$ cat src/sv/opd_pkg.sv
// Shared types, constants and codes of the overlapping pulse port driver.
// No dependencies; every other file of the block imports this package.
`default_nettype none
package opd_pkg;

   localparam int PULSE_SLOTS = 4;
   localparam int TIME_BITS   = 32;
   localparam int SLOT_BITS   = (PULSE_SLOTS > 1) ? $clog2(PULSE_SLOTS) : 1;
   localparam int CNT_BITS    = $clog2(PULSE_SLOTS + 1);
   localparam int QUEUE_DEPTH = 2;
   localparam int QPTR_BITS   = $clog2(QUEUE_DEPTH);
   localparam int QCNT_BITS   = $clog2(QUEUE_DEPTH + 1);

   localparam int NOW_BITS    = 32;
   localparam int DATA_BITS   = 8;
   localparam int DUR_BITS    = 31;
   localparam int PEND_BITS   = 3;
   localparam int REQ_TDATA_W = 40;
   localparam int RSP_TDATA_W = 16;
   localparam int CSR_IDX_W   = 2;
   localparam int CSR_DATA_W  = 32;

   // register indexes of the configuration port
   localparam logic [CSR_IDX_W-1:0] CSR_PULSE_DURATION = 2'd0;
   localparam logic [CSR_IDX_W-1:0] CSR_PORT_ENABLE    = 2'd1;

   // item kinds, encoded as the mode field
   typedef enum logic [1:0] {
      CMD_REFRESH = 2'd0,
      CMD_PULSE   = 2'd1,
      CMD_SET     = 2'd2,
      CMD_MASK    = 2'd3
   } cmd_kind_type;

   typedef struct packed {
      cmd_kind_type               kind;
      logic [DATA_BITS-1:0]       value;
      logic [TIME_BITS-1:0]       now;
   } cmd_type;

   typedef struct packed {
      logic [DUR_BITS-1:0] pulse_duration;
      logic                port_enable;
   } cfg_type;

   typedef struct packed {
      logic [DATA_BITS-1:0] port_value;
      logic                 port_write;
      logic [PEND_BITS-1:0] pending_pulses;
   } rsp_type;

   typedef enum logic [1:0] {
      ST_IDLE   = 2'd0,
      ST_WALK   = 2'd1,
      ST_FINISH = 2'd2
   } back_state_type;

endpackage
`default_nettype wire

$ cat src/sv/opd_front.sv
// Front end: takes request beats, classifies the mode and holds one command.
// Depends on opd_pkg.
`default_nettype none
module opd_front import opd_pkg::*; (
   input  wire logic        clock,
   input  wire logic        reset,
   input  wire logic        in_valid,
   output logic             in_ready,
   input  wire logic [1:0]  in_mode,
   input  wire logic [DATA_BITS-1:0] in_value,
   input  wire logic [NOW_BITS-1:0]  in_now,
   output logic             cmd_valid,
   input  wire logic        cmd_ready,
   output cmd_type          cmd
);

   logic    valid_ff, valid_in;
   cmd_type cmd_ff, cmd_in;
   cmd_kind_type kind;

   always_comb begin
      case (in_mode)
         2'd0:    kind = CMD_REFRESH;
         2'd1:    kind = CMD_PULSE;
         2'd2:    kind = CMD_SET;
         2'd3:    kind = CMD_MASK;
         default: kind = CMD_REFRESH;
      endcase
   end

   assign in_ready = !valid_ff || cmd_ready;

   always_comb begin
      valid_in = valid_ff;
      cmd_in   = cmd_ff;
      if (valid_ff && cmd_ready) begin
         valid_in = 1'b0;
      end
      if (in_valid && in_ready) begin
         valid_in     = 1'b1;
         cmd_in.kind  = kind;
         cmd_in.value = in_value;
         cmd_in.now   = TIME_BITS'(in_now);
      end
   end

   always_ff @(posedge clock) begin
      if (reset) begin
         valid_ff <= 1'b0;
      end else begin
         valid_ff <= valid_in;
      end
      cmd_ff <= cmd_in;
   end

   assign cmd_valid = valid_ff;
   assign cmd       = cmd_ff;

endmodule
`default_nettype wire

$ cat src/sv/opd_queue.sv
// Short command queue between front and back end.
// Depends on opd_pkg.
`default_nettype none
module opd_queue import opd_pkg::*; (
   input  wire logic clock,
   input  wire logic reset,
   input  wire logic push_valid,
   output logic      push_ready,
   input  cmd_type   push_cmd,
   output logic      pop_valid,
   input  wire logic pop_ready,
   output cmd_type   pop_cmd
);

   cmd_type              entry_ff [QUEUE_DEPTH];
   logic [QPTR_BITS-1:0] wptr_ff, wptr_in, rptr_ff, rptr_in;
   logic [QCNT_BITS-1:0] cnt_ff, cnt_in;
   logic                 do_push, do_pop;

   assign push_ready = (cnt_ff != QCNT_BITS'(QUEUE_DEPTH));
   assign pop_valid  = (cnt_ff != '0);
   assign do_push    = push_valid && push_ready;
   assign do_pop     = pop_valid && pop_ready;
   assign pop_cmd    = entry_ff[rptr_ff];

   always_comb begin
      wptr_in = wptr_ff;
      rptr_in = rptr_ff;
      cnt_in  = cnt_ff;
      if (do_push) begin
         wptr_in = (wptr_ff == QPTR_BITS'(QUEUE_DEPTH - 1)) ? '0 : wptr_ff + 1'b1;
      end
      if (do_pop) begin
         rptr_in = (rptr_ff == QPTR_BITS'(QUEUE_DEPTH - 1)) ? '0 : rptr_ff + 1'b1;
      end
      if (do_push && !do_pop) begin
         cnt_in = cnt_ff + 1'b1;
      end else if (do_pop && !do_push) begin
         cnt_in = cnt_ff - 1'b1;
      end
   end

   always_ff @(posedge clock) begin
      if (reset) begin
         wptr_ff <= '0;
         rptr_ff <= '0;
         cnt_ff  <= '0;
      end else begin
         wptr_ff <= wptr_in;
         rptr_ff <= rptr_in;
         cnt_ff  <= cnt_in;
      end
      if (do_push) begin
         entry_ff[wptr_ff] <= push_cmd;
      end
   end

endmodule
`default_nettype wire

$ cat src/sv/opd_back.sv
// Back end: applies the mode; with the port enabled, walks the pulse ring
// newest first (one slot a cycle), updates the port; registers the result. Depends on opd_pkg.
`default_nettype none
module opd_back import opd_pkg::*; (
   input  wire logic clock,
   input  wire logic reset,
   input  cfg_type   cfg,
   input  wire logic cmd_valid,
   output logic      cmd_ready,
   input  cmd_type   cmd,
   output logic      rsp_valid,
   input  wire logic rsp_ready,
   output rsp_type   rsp
);

   function automatic logic [SLOT_BITS-1:0] slot_inc(input logic [SLOT_BITS-1:0] p);
      return (p == SLOT_BITS'(PULSE_SLOTS - 1)) ? '0 : p + 1'b1;
   endfunction

   function automatic logic [SLOT_BITS-1:0] slot_dec(input logic [SLOT_BITS-1:0] p);
      return (p == '0) ? SLOT_BITS'(PULSE_SLOTS - 1) : p - 1'b1;
   endfunction

   back_state_type state_ff, state_in;

   logic [DATA_BITS-1:0] slot_bits_ff  [PULSE_SLOTS];
   logic [TIME_BITS-1:0] slot_start_ff [PULSE_SLOTS];

   logic [SLOT_BITS-1:0] head_ff, head_in, pos_ff, pos_in;
   logic [CNT_BITS-1:0]  count_ff, count_in, k_ff, k_in;
   logic [DATA_BITS-1:0] bg_ff, bg_in, last_ff, last_in, val_ff, val_in;
   logic [DATA_BITS-1:0] pend_bits_ff, pend_bits_in;
   logic                 pend_ff, pend_in;
   logic [TIME_BITS-1:0] now_ff, now_in;
   logic                 rsp_valid_ff, rsp_valid_in;
   rsp_type              rsp_ff, rsp_in;

   logic                 take_cmd, out_free, walk_done, slot_live;
   logic                 bits_we, start_we;
   logic [TIME_BITS-1:0] elapsed;
   logic [CNT_BITS-1:0]  count_up;

   assign out_free  = !rsp_valid_ff || rsp_ready;
   assign walk_done = (k_ff == count_ff);
   assign elapsed   = now_ff - slot_start_ff[pos_ff];
   assign slot_live = (64'(elapsed) < 64'(cfg.pulse_duration));
   assign count_up  = (count_ff == CNT_BITS'(PULSE_SLOTS)) ? count_ff : count_ff + 1'b1;

   // next state
   always_comb begin
      state_in = state_ff;
      case (state_ff)
         ST_IDLE: begin
            if (cmd_valid) begin
               state_in = cfg.port_enable ? ST_WALK : ST_FINISH;
            end
         end
         ST_WALK: begin
            if (walk_done || !slot_live) begin
               state_in = ST_FINISH;
            end
         end
         ST_FINISH: begin
            if (out_free) begin
               state_in = ST_IDLE;
            end
         end
         default: state_in = ST_IDLE;
      endcase
   end

   // outputs and datapath
   always_comb begin
      take_cmd     = 1'b0;
      bits_we      = 1'b0;
      start_we     = 1'b0;
      head_in      = head_ff;
      pos_in       = pos_ff;
      count_in     = count_ff;
      k_in         = k_ff;
      bg_in        = bg_ff;
      last_in      = last_ff;
      val_in       = val_ff;
      pend_bits_in = pend_bits_ff;
      pend_in      = pend_ff;
      now_in       = now_ff;
      rsp_valid_in = rsp_valid_ff && !rsp_ready;
      rsp_in       = rsp_ff;
      case (state_ff)
         ST_IDLE: begin
            if (cmd_valid) begin
               take_cmd = 1'b1;
               now_in   = cmd.now;
               k_in     = '0;
               pos_in   = slot_dec(head_ff);
               case (cmd.kind)
                  CMD_PULSE: begin
                     bits_we      = 1'b1;
                     pend_bits_in = cmd.value;
                     pend_in      = 1'b1;
                  end
                  CMD_SET:  bg_in = bg_ff | cmd.value;
                  CMD_MASK: bg_in = bg_ff & cmd.value;
                  default:  bg_in = bg_ff;
               endcase
               val_in = pend_in ? (bg_in | pend_bits_in) : bg_in;
            end
         end
         ST_WALK: begin
            if (!walk_done) begin
               if (slot_live) begin
                  val_in = val_ff | slot_bits_ff[pos_ff];
                  k_in   = k_ff + 1'b1;
                  pos_in = slot_dec(pos_ff);
               end else begin
                  // expired: drop this pulse and every older one
                  count_in = k_ff;
               end
            end
         end
         ST_FINISH: begin
            if (out_free) begin
               rsp_valid_in = 1'b1;
               if (cfg.port_enable) begin
                  last_in           = val_ff;
                  rsp_in.port_value = val_ff;
                  rsp_in.port_write = (val_ff != last_ff);
                  if (pend_ff) begin
                     start_we = 1'b1;
                     head_in  = slot_inc(head_ff);
                     count_in = count_up;
                     pend_in  = 1'b0;
                  end
                  rsp_in.pending_pulses = PEND_BITS'(count_in);
               end else begin
                  rsp_in.port_value     = last_ff;
                  rsp_in.port_write     = 1'b0;
                  rsp_in.pending_pulses = '0;
               end
            end
         end
         default: begin
            take_cmd = 1'b0;
         end
      endcase
   end

   always_ff @(posedge clock) begin
      if (reset) begin
         state_ff     <= ST_IDLE;
         head_ff      <= '0;
         count_ff     <= '0;
         bg_ff        <= '0;
         last_ff      <= '0;
         pend_ff      <= 1'b0;
         rsp_valid_ff <= 1'b0;
      end else begin
         state_ff     <= state_in;
         head_ff      <= head_in;
         count_ff     <= count_in;
         bg_ff        <= bg_in;
         last_ff      <= last_in;
         pend_ff      <= pend_in;
         rsp_valid_ff <= rsp_valid_in;
      end
      pos_ff       <= pos_in;
      k_ff         <= k_in;
      val_ff       <= val_in;
      pend_bits_ff <= pend_bits_in;
      now_ff       <= now_in;
      rsp_ff       <= rsp_in;
      if (bits_we) begin
         slot_bits_ff[head_ff] <= cmd.value;
      end
      if (start_we) begin
         slot_start_ff[head_ff] <= now_ff;
      end
   end

   assign cmd_ready = take_cmd;
   assign rsp_valid = rsp_valid_ff;
   assign rsp       = rsp_ff;

endmodule
`default_nettype wire

$ cat src/sv/overlapping_pulse_port_driver_top.sv
// An accepted req beat passes the front register and the queue; the back end
// then applies its mode, checks the live pulses (not when the port is disabled)
// and sends the rsp beat once the result register is free. The back end takes
// a new item only when it is through with the last; its walk ages one ring slot
// per cycle, at most 4.
// Reset (synchronous, active high) clears ring head, pulse count, background,
// port value, pending flag, registers and queue; slot contents stay undefined.
`default_nettype none
module overlapping_pulse_port_driver_top import opd_pkg::*; (
   input  wire logic                   clock,
   input  wire logic                   reset,
   // request channel
   input  wire logic                   req_tvalid,
   output logic                        req_tready,
   // tdata: pulse_or_mask [7:0], now [39:8]
   input  wire logic [REQ_TDATA_W-1:0] req_tdata,
   // tuser: mode [1:0]
   input  wire logic [1:0]             req_tuser,
   // result channel
   output logic                        rsp_tvalid,
   input  wire logic                   rsp_tready,
   // tdata: port_value [7:0], port_write [8], pending_pulses [11:9], zero [15:12]
   output logic [RSP_TDATA_W-1:0]      rsp_tdata,
   // configuration write channel
   input  wire logic                   csr_valid,
   output logic                        csr_ready,
   input  wire logic [CSR_IDX_W-1:0]   csr_index,
   input  wire logic [CSR_DATA_W-1:0]  csr_data
);

   // configuration registers; writes are taken every cycle
   cfg_type cfg_ff, cfg_in;

   always_comb begin
      cfg_in = cfg_ff;
      if (csr_valid) begin
         case (csr_index)
            CSR_PULSE_DURATION: cfg_in.pulse_duration = csr_data[DUR_BITS-1:0];
            CSR_PORT_ENABLE:    cfg_in.port_enable    = csr_data[0];
            default:            cfg_in = cfg_ff;   // unmapped index: ignored
         endcase
      end
   end

   always_ff @(posedge clock) begin
      if (reset) begin
         cfg_ff <= '0;
      end else begin
         cfg_ff <= cfg_in;
      end
   end

   assign csr_ready = 1'b1;

   // front end -> queue -> back end
   logic    f_valid, f_ready, q_valid, q_ready;
   cmd_type f_cmd, q_cmd;
   rsp_type rsp;

   opd_front u_front (
      .clock     (clock),
      .reset     (reset),
      .in_valid  (req_tvalid),
      .in_ready  (req_tready),
      .in_mode   (req_tuser),
      .in_value  (req_tdata[DATA_BITS-1:0]),
      .in_now    (req_tdata[DATA_BITS+NOW_BITS-1:DATA_BITS]),
      .cmd_valid (f_valid),
      .cmd_ready (f_ready),
      .cmd       (f_cmd)
   );

   opd_queue u_queue (
      .clock      (clock),
      .reset      (reset),
      .push_valid (f_valid),
      .push_ready (f_ready),
      .push_cmd   (f_cmd),
      .pop_valid  (q_valid),
      .pop_ready  (q_ready),
      .pop_cmd    (q_cmd)
   );

   opd_back u_back (
      .clock     (clock),
      .reset     (reset),
      .cfg       (cfg_ff),
      .cmd_valid (q_valid),
      .cmd_ready (q_ready),
      .cmd       (q_cmd),
      .rsp_valid (rsp_tvalid),
      .rsp_ready (rsp_tready),
      .rsp       (rsp)
   );

   // result beat packing
   assign rsp_tdata = {4'b0000, rsp.pending_pulses, rsp.port_write, rsp.port_value};

endmodule
`default_nettype wire

$ cat config.mk
export PLATFORM = sky130hd
export DESIGN_NAME = overlapping_pulse_port_driver_top
export DESIGN_NICKNAME = d
export VERILOG_FILES = /design/src/sv/opd_pkg.sv /design/src/sv/opd_front.sv /design/src/sv/opd_queue.sv /design/src/sv/opd_back.sv /design/src/sv/overlapping_pulse_port_driver_top.sv
export SDC_FILE = /design/constraint.sdc
export NUM_CORES = 1
export LEC_CHECK = 0
export BUFFER_PORTS_ARGS = -buffer_cell sky130_fd_sc_hd__buf_2
export CAP_MARGIN = 20
export CORE_MARGIN = 2
export CORE_UTILIZATION = 50
export DETAILED_ROUTE_END_ITERATION = 10
export PLACE_DENSITY = 0.67
export SKIP_CTS_REPAIR_TIMING = 1
export SLEW_MARGIN = 10
export SYNTH_ARGS = -nofsm -noshare
export SYNTH_HDL_FRONTEND = slang
export SYNTH_SLANG_ARGS = --single-unit
$ cat constraint.sdc
create_clock -name clock -period 12.4 [get_ports clock]
set_clock_uncertainty 0.2 [all_clocks]
set_input_delay 0.62 -clock clock [delete_from_list [all_inputs] [get_ports clock]]
set_output_delay 0.62 -clock clock [all_outputs]
set_load 0.01 [all_outputs]
Yosys cells after proc, flatten, opt, wreduce, memory -nomap -nowiden
Memories as Yosys holds them, arrays and structs flattened. A register that Yosys moved wholly into a read port is not among the register bits.
Index checks and enable logic that the tools add are counted.
{ "totals": {"out_inout_bits": 19, "n_memories": 3, "register_bits": 169, "ramBits": 244, "elab_cells": 169} }
{ "memory_table": {"columns": ["name", "words", "word_bits", "read_ports", "rd_ports_with_merged_regs", "wr", "line_no", "text"], "rows": [
  ["u_back.slot_start_ff", 4, 32, 1, 1, 1, "opd_back.sv:27", "logic [TIME_BITS-1:0] slot_start_ff [PULSE_SLOTS];"],
  ["u_queue.entry_ff", 2, 42, 1, 1, 1, "opd_queue.sv:15", "cmd_type entry_ff [QUEUE_DEPTH];"],
  ["u_back.slot_bits_ff", 4, 8, 1, 1, 1, "opd_back.sv:26", "logic [DATA_BITS-1:0] slot_bits_ff [PULSE_SLOTS];"]
]} }
{ "classes": {"n_mux": 70, "bitwise": 4, "reduce_logical": 36, "n_eq_ne": 21, "n_lt_le_gt_ge": 1, "add_sub_neg": 10} }
{ "op_table": {"columns": ["op", "n"], "rows": [
  ["8-bit two-way mux", 9],
  ["32-bit by 31-bit less-than comparator with 1-bit output", 1],
  ["8-bit case mux with 2 select lines", 2],
  ["32-bit subtractor", 1],
  ["1-bit two-way mux", 29],
  ["2-bit two-way mux", 14],
  ["3-bit two-way mux", 9],
  ["8-bit OR", 3],
  ["2-bit equality test, second input constant", 6],
  ["12-bit two-way mux", 1],
  ["3-bit case mux with 2 select lines", 2],
  ["4-bit AND reduction", 3],
  ["2-bit nonzero test", 6],
  ["2-bit logical NOT", 5],
  ["2-bit != test, second input constant", 5],
  ["8-bit bitwise AND", 1],
  ["2-bit by 1-bit equality test with 1-bit output, second input constant", 4],
  ["8-bit != test", 1],
  ["2-bit case mux with 4 select lines", 1],
  ["2-bit AND reduction", 4],
  ["3-bit by 1-bit adder with 3-bit output, second input constant", 2],
  ["1-bit logical AND", 6],
  ["1-bit logical NOT", 6],
  ["2-bit by 1-bit != test with 1-bit output, second input constant", 3],
  ["11 further kinds", 18]
]} }

Longest topological paths before layout
{ "depth": {"ltp_word": 8, "depth_mapped": 25, "depth_no_buf": 23} }

Cells and area by module
A second synthesis with hierarchy kept.
{ "unflattened": {"cells_unflattened": 1259, "area_unflattened_um2": 18342.6} }
{ "modules_own_cells": {"columns": ["module", "n_inst", "seq_area_each_um2", "cells_each", "area_each_um2"], "rows": [
  ["opd_back", 1, 7297.0, 909, 12278.0],
  ["opd_queue", 1, 2622.5, 155, 3243.1],
  ["overlapping_pulse_port_driver_top", 1, 640.6, 146, 1497.7],
  ["opd_front", 1, 1281.2, 49, 1323.8]
]} }

Worst setup path before layout
Ideal clock, no wire load.
{ "synth_timing": {"path_kind": "flip-flop to flip-flop", "startpoint": "register with a tool-made name", "endpoint": "register with a tool-made name", "synth_period_minus_slack_ns": 6.121, "path_slack_ns": 6.279, "path_stages_with_launch": 26, "n_path_buf": 2, "setup_ns": 0.121, "arrival_ns": 5.800, "cell_sequence": "dfxtp_1 > buf_1 > buf_2 > mux4_2 > ha_1 > inv_1 > fa_1 > a21o_1 > a21oi_1 > nand2b_1 > a211o_1 > a211o_1 > a21boi_2 > a2111oi_0 > or2_1 > xnor2_1 > ha_1 > a21oi_1 > o21ai_0 > a2111oi_0 > o21ai_0 > o21ai_0 > nand3b_1 > mux2i_2 > or2_4 > mux2_4"} }

==> results.yml <==
clock_network:
  cts_sinks: 416
  clkTransAtPathRegs_ns: 0.06
  cts_tree: "yes"
  cts_root_buf: "clkbuf_16"
  cts-buffers-inserted: 44
  clockBufferDepth: 3
  insertion_delay_ns: 0.54
  htreeDepth: 2
worst_setup_path:
  startpoint_type: "flop"
  slowest_delay_ns: 0.64
  critPathMostFrequentCell: "o21ai_0"
  cp.arrival_ns: 7.39
  cp_top_family: "compound AO/OA/AOI/OAI gates"
  cp-end-kind: "flop"
  path_buf_inv: 2
  critPathRequiredTime_ns: 12.61
  slowest_stage: "buf_4"
  crit_type: "reg2reg"
  cp_max_fo: 32
  crit_chain: "buf_4 -> mux4_2 -> inv_1 -> ha_1 -> nor2b_2 -> o2111ai_1 -> a311o_1 -> and2_1 -> o31ai_1 -> o41ai_2 -> o21ai_0 -> a21oi_1 -> xnor2_1 -> ha_1 -> a21oi_1 -> o21ai_0 -> a2111oi_0 -> o21ai_0 -> o21ai_0 -> nand3b_1 -> mux2i_2 -> or2_4 -> mux2_4"
logic_synthesis:
  netlist_area_um2: 17700
  async_reset_ff_share_pct: 0
  synth_cell_type_count: 68
  seq_area_frac_synth_pct: 66.8
  synth.top_cells.by_area: "edfxtp_1, dfxtp_1, mux4_2"
  synth_flop_cell: "edfxtp_1"
  syn_inst: 1251
  ys_ff_latch: 416
  ys_warn_count: 0
  yosys.area.top_type: "edfxtp_1"
  syn_avg_cell_area_um2: 14.2
  synth_top_area_share_pct: 59.5
  synth-edff-count: 351
global_routing:
  first_global_vias: 9936
  grt_use_total_pct: 18.8
  overflow: 0
  grt_max_degree: 64
  grt_pass1_wl_mm: 53.2
  antenna_found_initial: 0
floorplan:
  die_w_um: 192
  initial_core_util_pct: 51.1
  rows: 68
  dieArea_um2: 37000
  io_pins: 100
  design.core.area_um2: 34700
  die_y_um: 192
final_layout:
  drive_above_1_share_pct: 19.9
  n_fill_cell: 2727
  fin_nets: 1515
  finish.instance_area_um2: 20200
  antennaDiodeCount: 0
  syn_to_final_growth_pct: 13.8
placement:
  place.gp.congestion: 0.813
  place_hpwl_mm: 21.7
  dpl-instance-area_um2: 18700
  io_buffers: 93
timing:
  fin_crit_sh_pct: 57.9
  setup_viol: 0
  timing.hold.ws_ns: 0.0480
  max_freq_mhz: 139
  setup_tns_ns: 0
  period_minus_slack_ns: 7.18
  max_slew_margin_pct: 37.5
  hold_violations: 0
  final-max-slew-violation-count: 0
  tightest_slew_ns: 0.934
  rsz0062_at_grt: "false"
drt:
  drtIter0Drc: 626
  vias_per_cell: 5.41
  wl_per_cell_um: 18.3
  postRouteAntennaNets: 0
  dr.pass1.iters: 5
  routed_wl_mm: 33.8
  vias: 10018
  drcViolationCount: 0
status:
  status: "complete, no violations"
pwr:
  irDropWorstVdd_uv: 110
  p_per_area_nw_per_um2: 202
  p_leak_uw: 0.00734
  total_power_uw: 4080
worst_hold_path:
  min_path_type: "in2reg"
job:
  maxCapViolCount: 0
## logic make-up (layout without fill, tap and decap cells)
group	after synthesis	in the layout	share of synthesized area, %
flops	416	416	66.8
mux	96	96	8.61
fa+ha+maj	72	72	5.13
xor+xnor	46	46	2.27
compound gates	212	212	7.18
buf+inv	138	280	3.06
simple gates	269	269	6.89
other cells	2	5	0.0424
## layout make-up
class / count / area (um^2) / share of cell area, %
flip-flops and latches: 416 / 11800 / 58.7
multi-input cells: 700 / 5370 / 26.6
clock buffers: 61 / 1250 / 6.18
repair buffers: 110 / 593 / 2.94
well taps: 455 / 569 / 2.82
inverters: 90 / 338 / 1.67
clock inverters: 19 / 213 / 1.05
## layout by cell type (no fill, tap or decap), drive strengths merged, types with 6 or more instances in the layout
| cell | n |
|---|---|
| inv | 90 |
| a21oi | 111 |
| nor2 | 65 |
| nor3 | 17 |
| xnor2 | 26 |
| clkinv | 12 |
| edfxtp | 351 |
| clkbuf | 61 |
| a21o | 13 |
| xor2 | 20 |
| a22oi | 10 |
| buf | 110 |
| ha | 71 |
| o21ai | 34 |
| mux4 | 40 |
| dfxtp | 65 |
| nand3 | 6 |
| mux2 | 42 |
| and2 | 6 |
| a31oi | 11 |
| nand2b | 15 |
| and3 | 10 |
| nand2 | 121 |
| mux2i | 14 |
## state kept, by name, summed over array words and instances, names as in the netlist, 2 cells and up, named ones only
signal / count
u_back.slot_start_ff: 128
u_queue.entry_ff: 84
u_front.cmd: 42
cfg_ff: 32
u_back.now_ff: 32
u_back.slot_bits_ff: 32
u_back.rsp: 12
u_back.bg_ff: 8
u_back.last_ff: 8
u_back.pend_bits_ff: 8
u_back.val_ff: 8
u_back.count_ff: 3
u_back.k_ff: 3
u_back.head_ff: 2
u_back.pos_ff: 2
u_back.state_ff: 2
u_queue.cnt_ff: 2
## final timing paths
kind                            slack, ns  cells after the start       startpoint                 endpoint
worst max register to register       5.22                     23             flop                     flop
worst min register to register       0.23                      0  u_front.cmd[11]  u_queue.entry_ff[0][11]
worst min-delay path                 0.05                      1    req_tdata[28]          u_front.cmd[20]
worst max-delay path                 5.22                     23             flop                     flop
## routing by layer
metal  vias to the layer above  global-route usage (%)  routed length [um]  share of wire, %
li1                       4832                       -                   -                 -
met1                      4901                    25.8               15400                45
met2                       230                    31.5               16000                47
met3                        55                    2.84                1590               4.7
met4                         0                    5.26                 824               2.4
met5                         -                       0                   0                 0
## cell usage after synthesis, drive strengths merged, types with 2 or more instances
cell type and count:
a2111oi 2, a211o 2, a211oi 4, a21boi 2
a21o 13, a21oi 111, a22oi 10, a31oi 11
and2 6, and3 10, and4 5, buf 14
clkbuf 34, conb 2, dfxtp 65, edfxtp 351
ha 71, inv 90, mux2 42, mux2i 14
mux4 40, nand2 121, nand2b 15, nand3 6
nand3b 3, nand4 5, nor2 65, nor2b 3
nor3 17, nor4 3, o2111ai 2, o211ai 3
o21a 2, o21ai 34, o21bai 5, o31ai 3
or2 3, or3 3, xnor2 26, xor2 20
## power by group
part           switching [uW]  total [uW]  internal, uW
combinational             532         901           368
clock                     513        1300           787
sequential                119        1880          1760
total                    1160        4080          2910
## stage by stage
| stage | setup WS (ns) | util, % | instances |
|---|---|---|---|
| floorplan | 6.28 | - | 1254 |
| global placement | 5.24 | 53.9 | 1771 |
| detailed placement | 5.14 | 53.9 | 1771 |
| CTS | 5.13 | 58.1 | 1851 |
| global route | 4.76 | 58.1 | 1851 |
| finish | 5.22 | 58.1 | 1851 |
## worst reg2reg max path, delay by kind of cell, from the launching register on
kind | cells | cell delay, ns
buffers and inverters | 2 | 0.75
and+or+nand+nor | 4 | 0.84
xor gates and xnor gates | 1 | 0.15
muxes | 3 | 1.22
AOI/OAI and AO/OA | 11 | 2.84
adders and majority gates | 2 | 0.50
DFF | 1 | 0.54
Note: power is estimated with default switching activity, not from simulation.
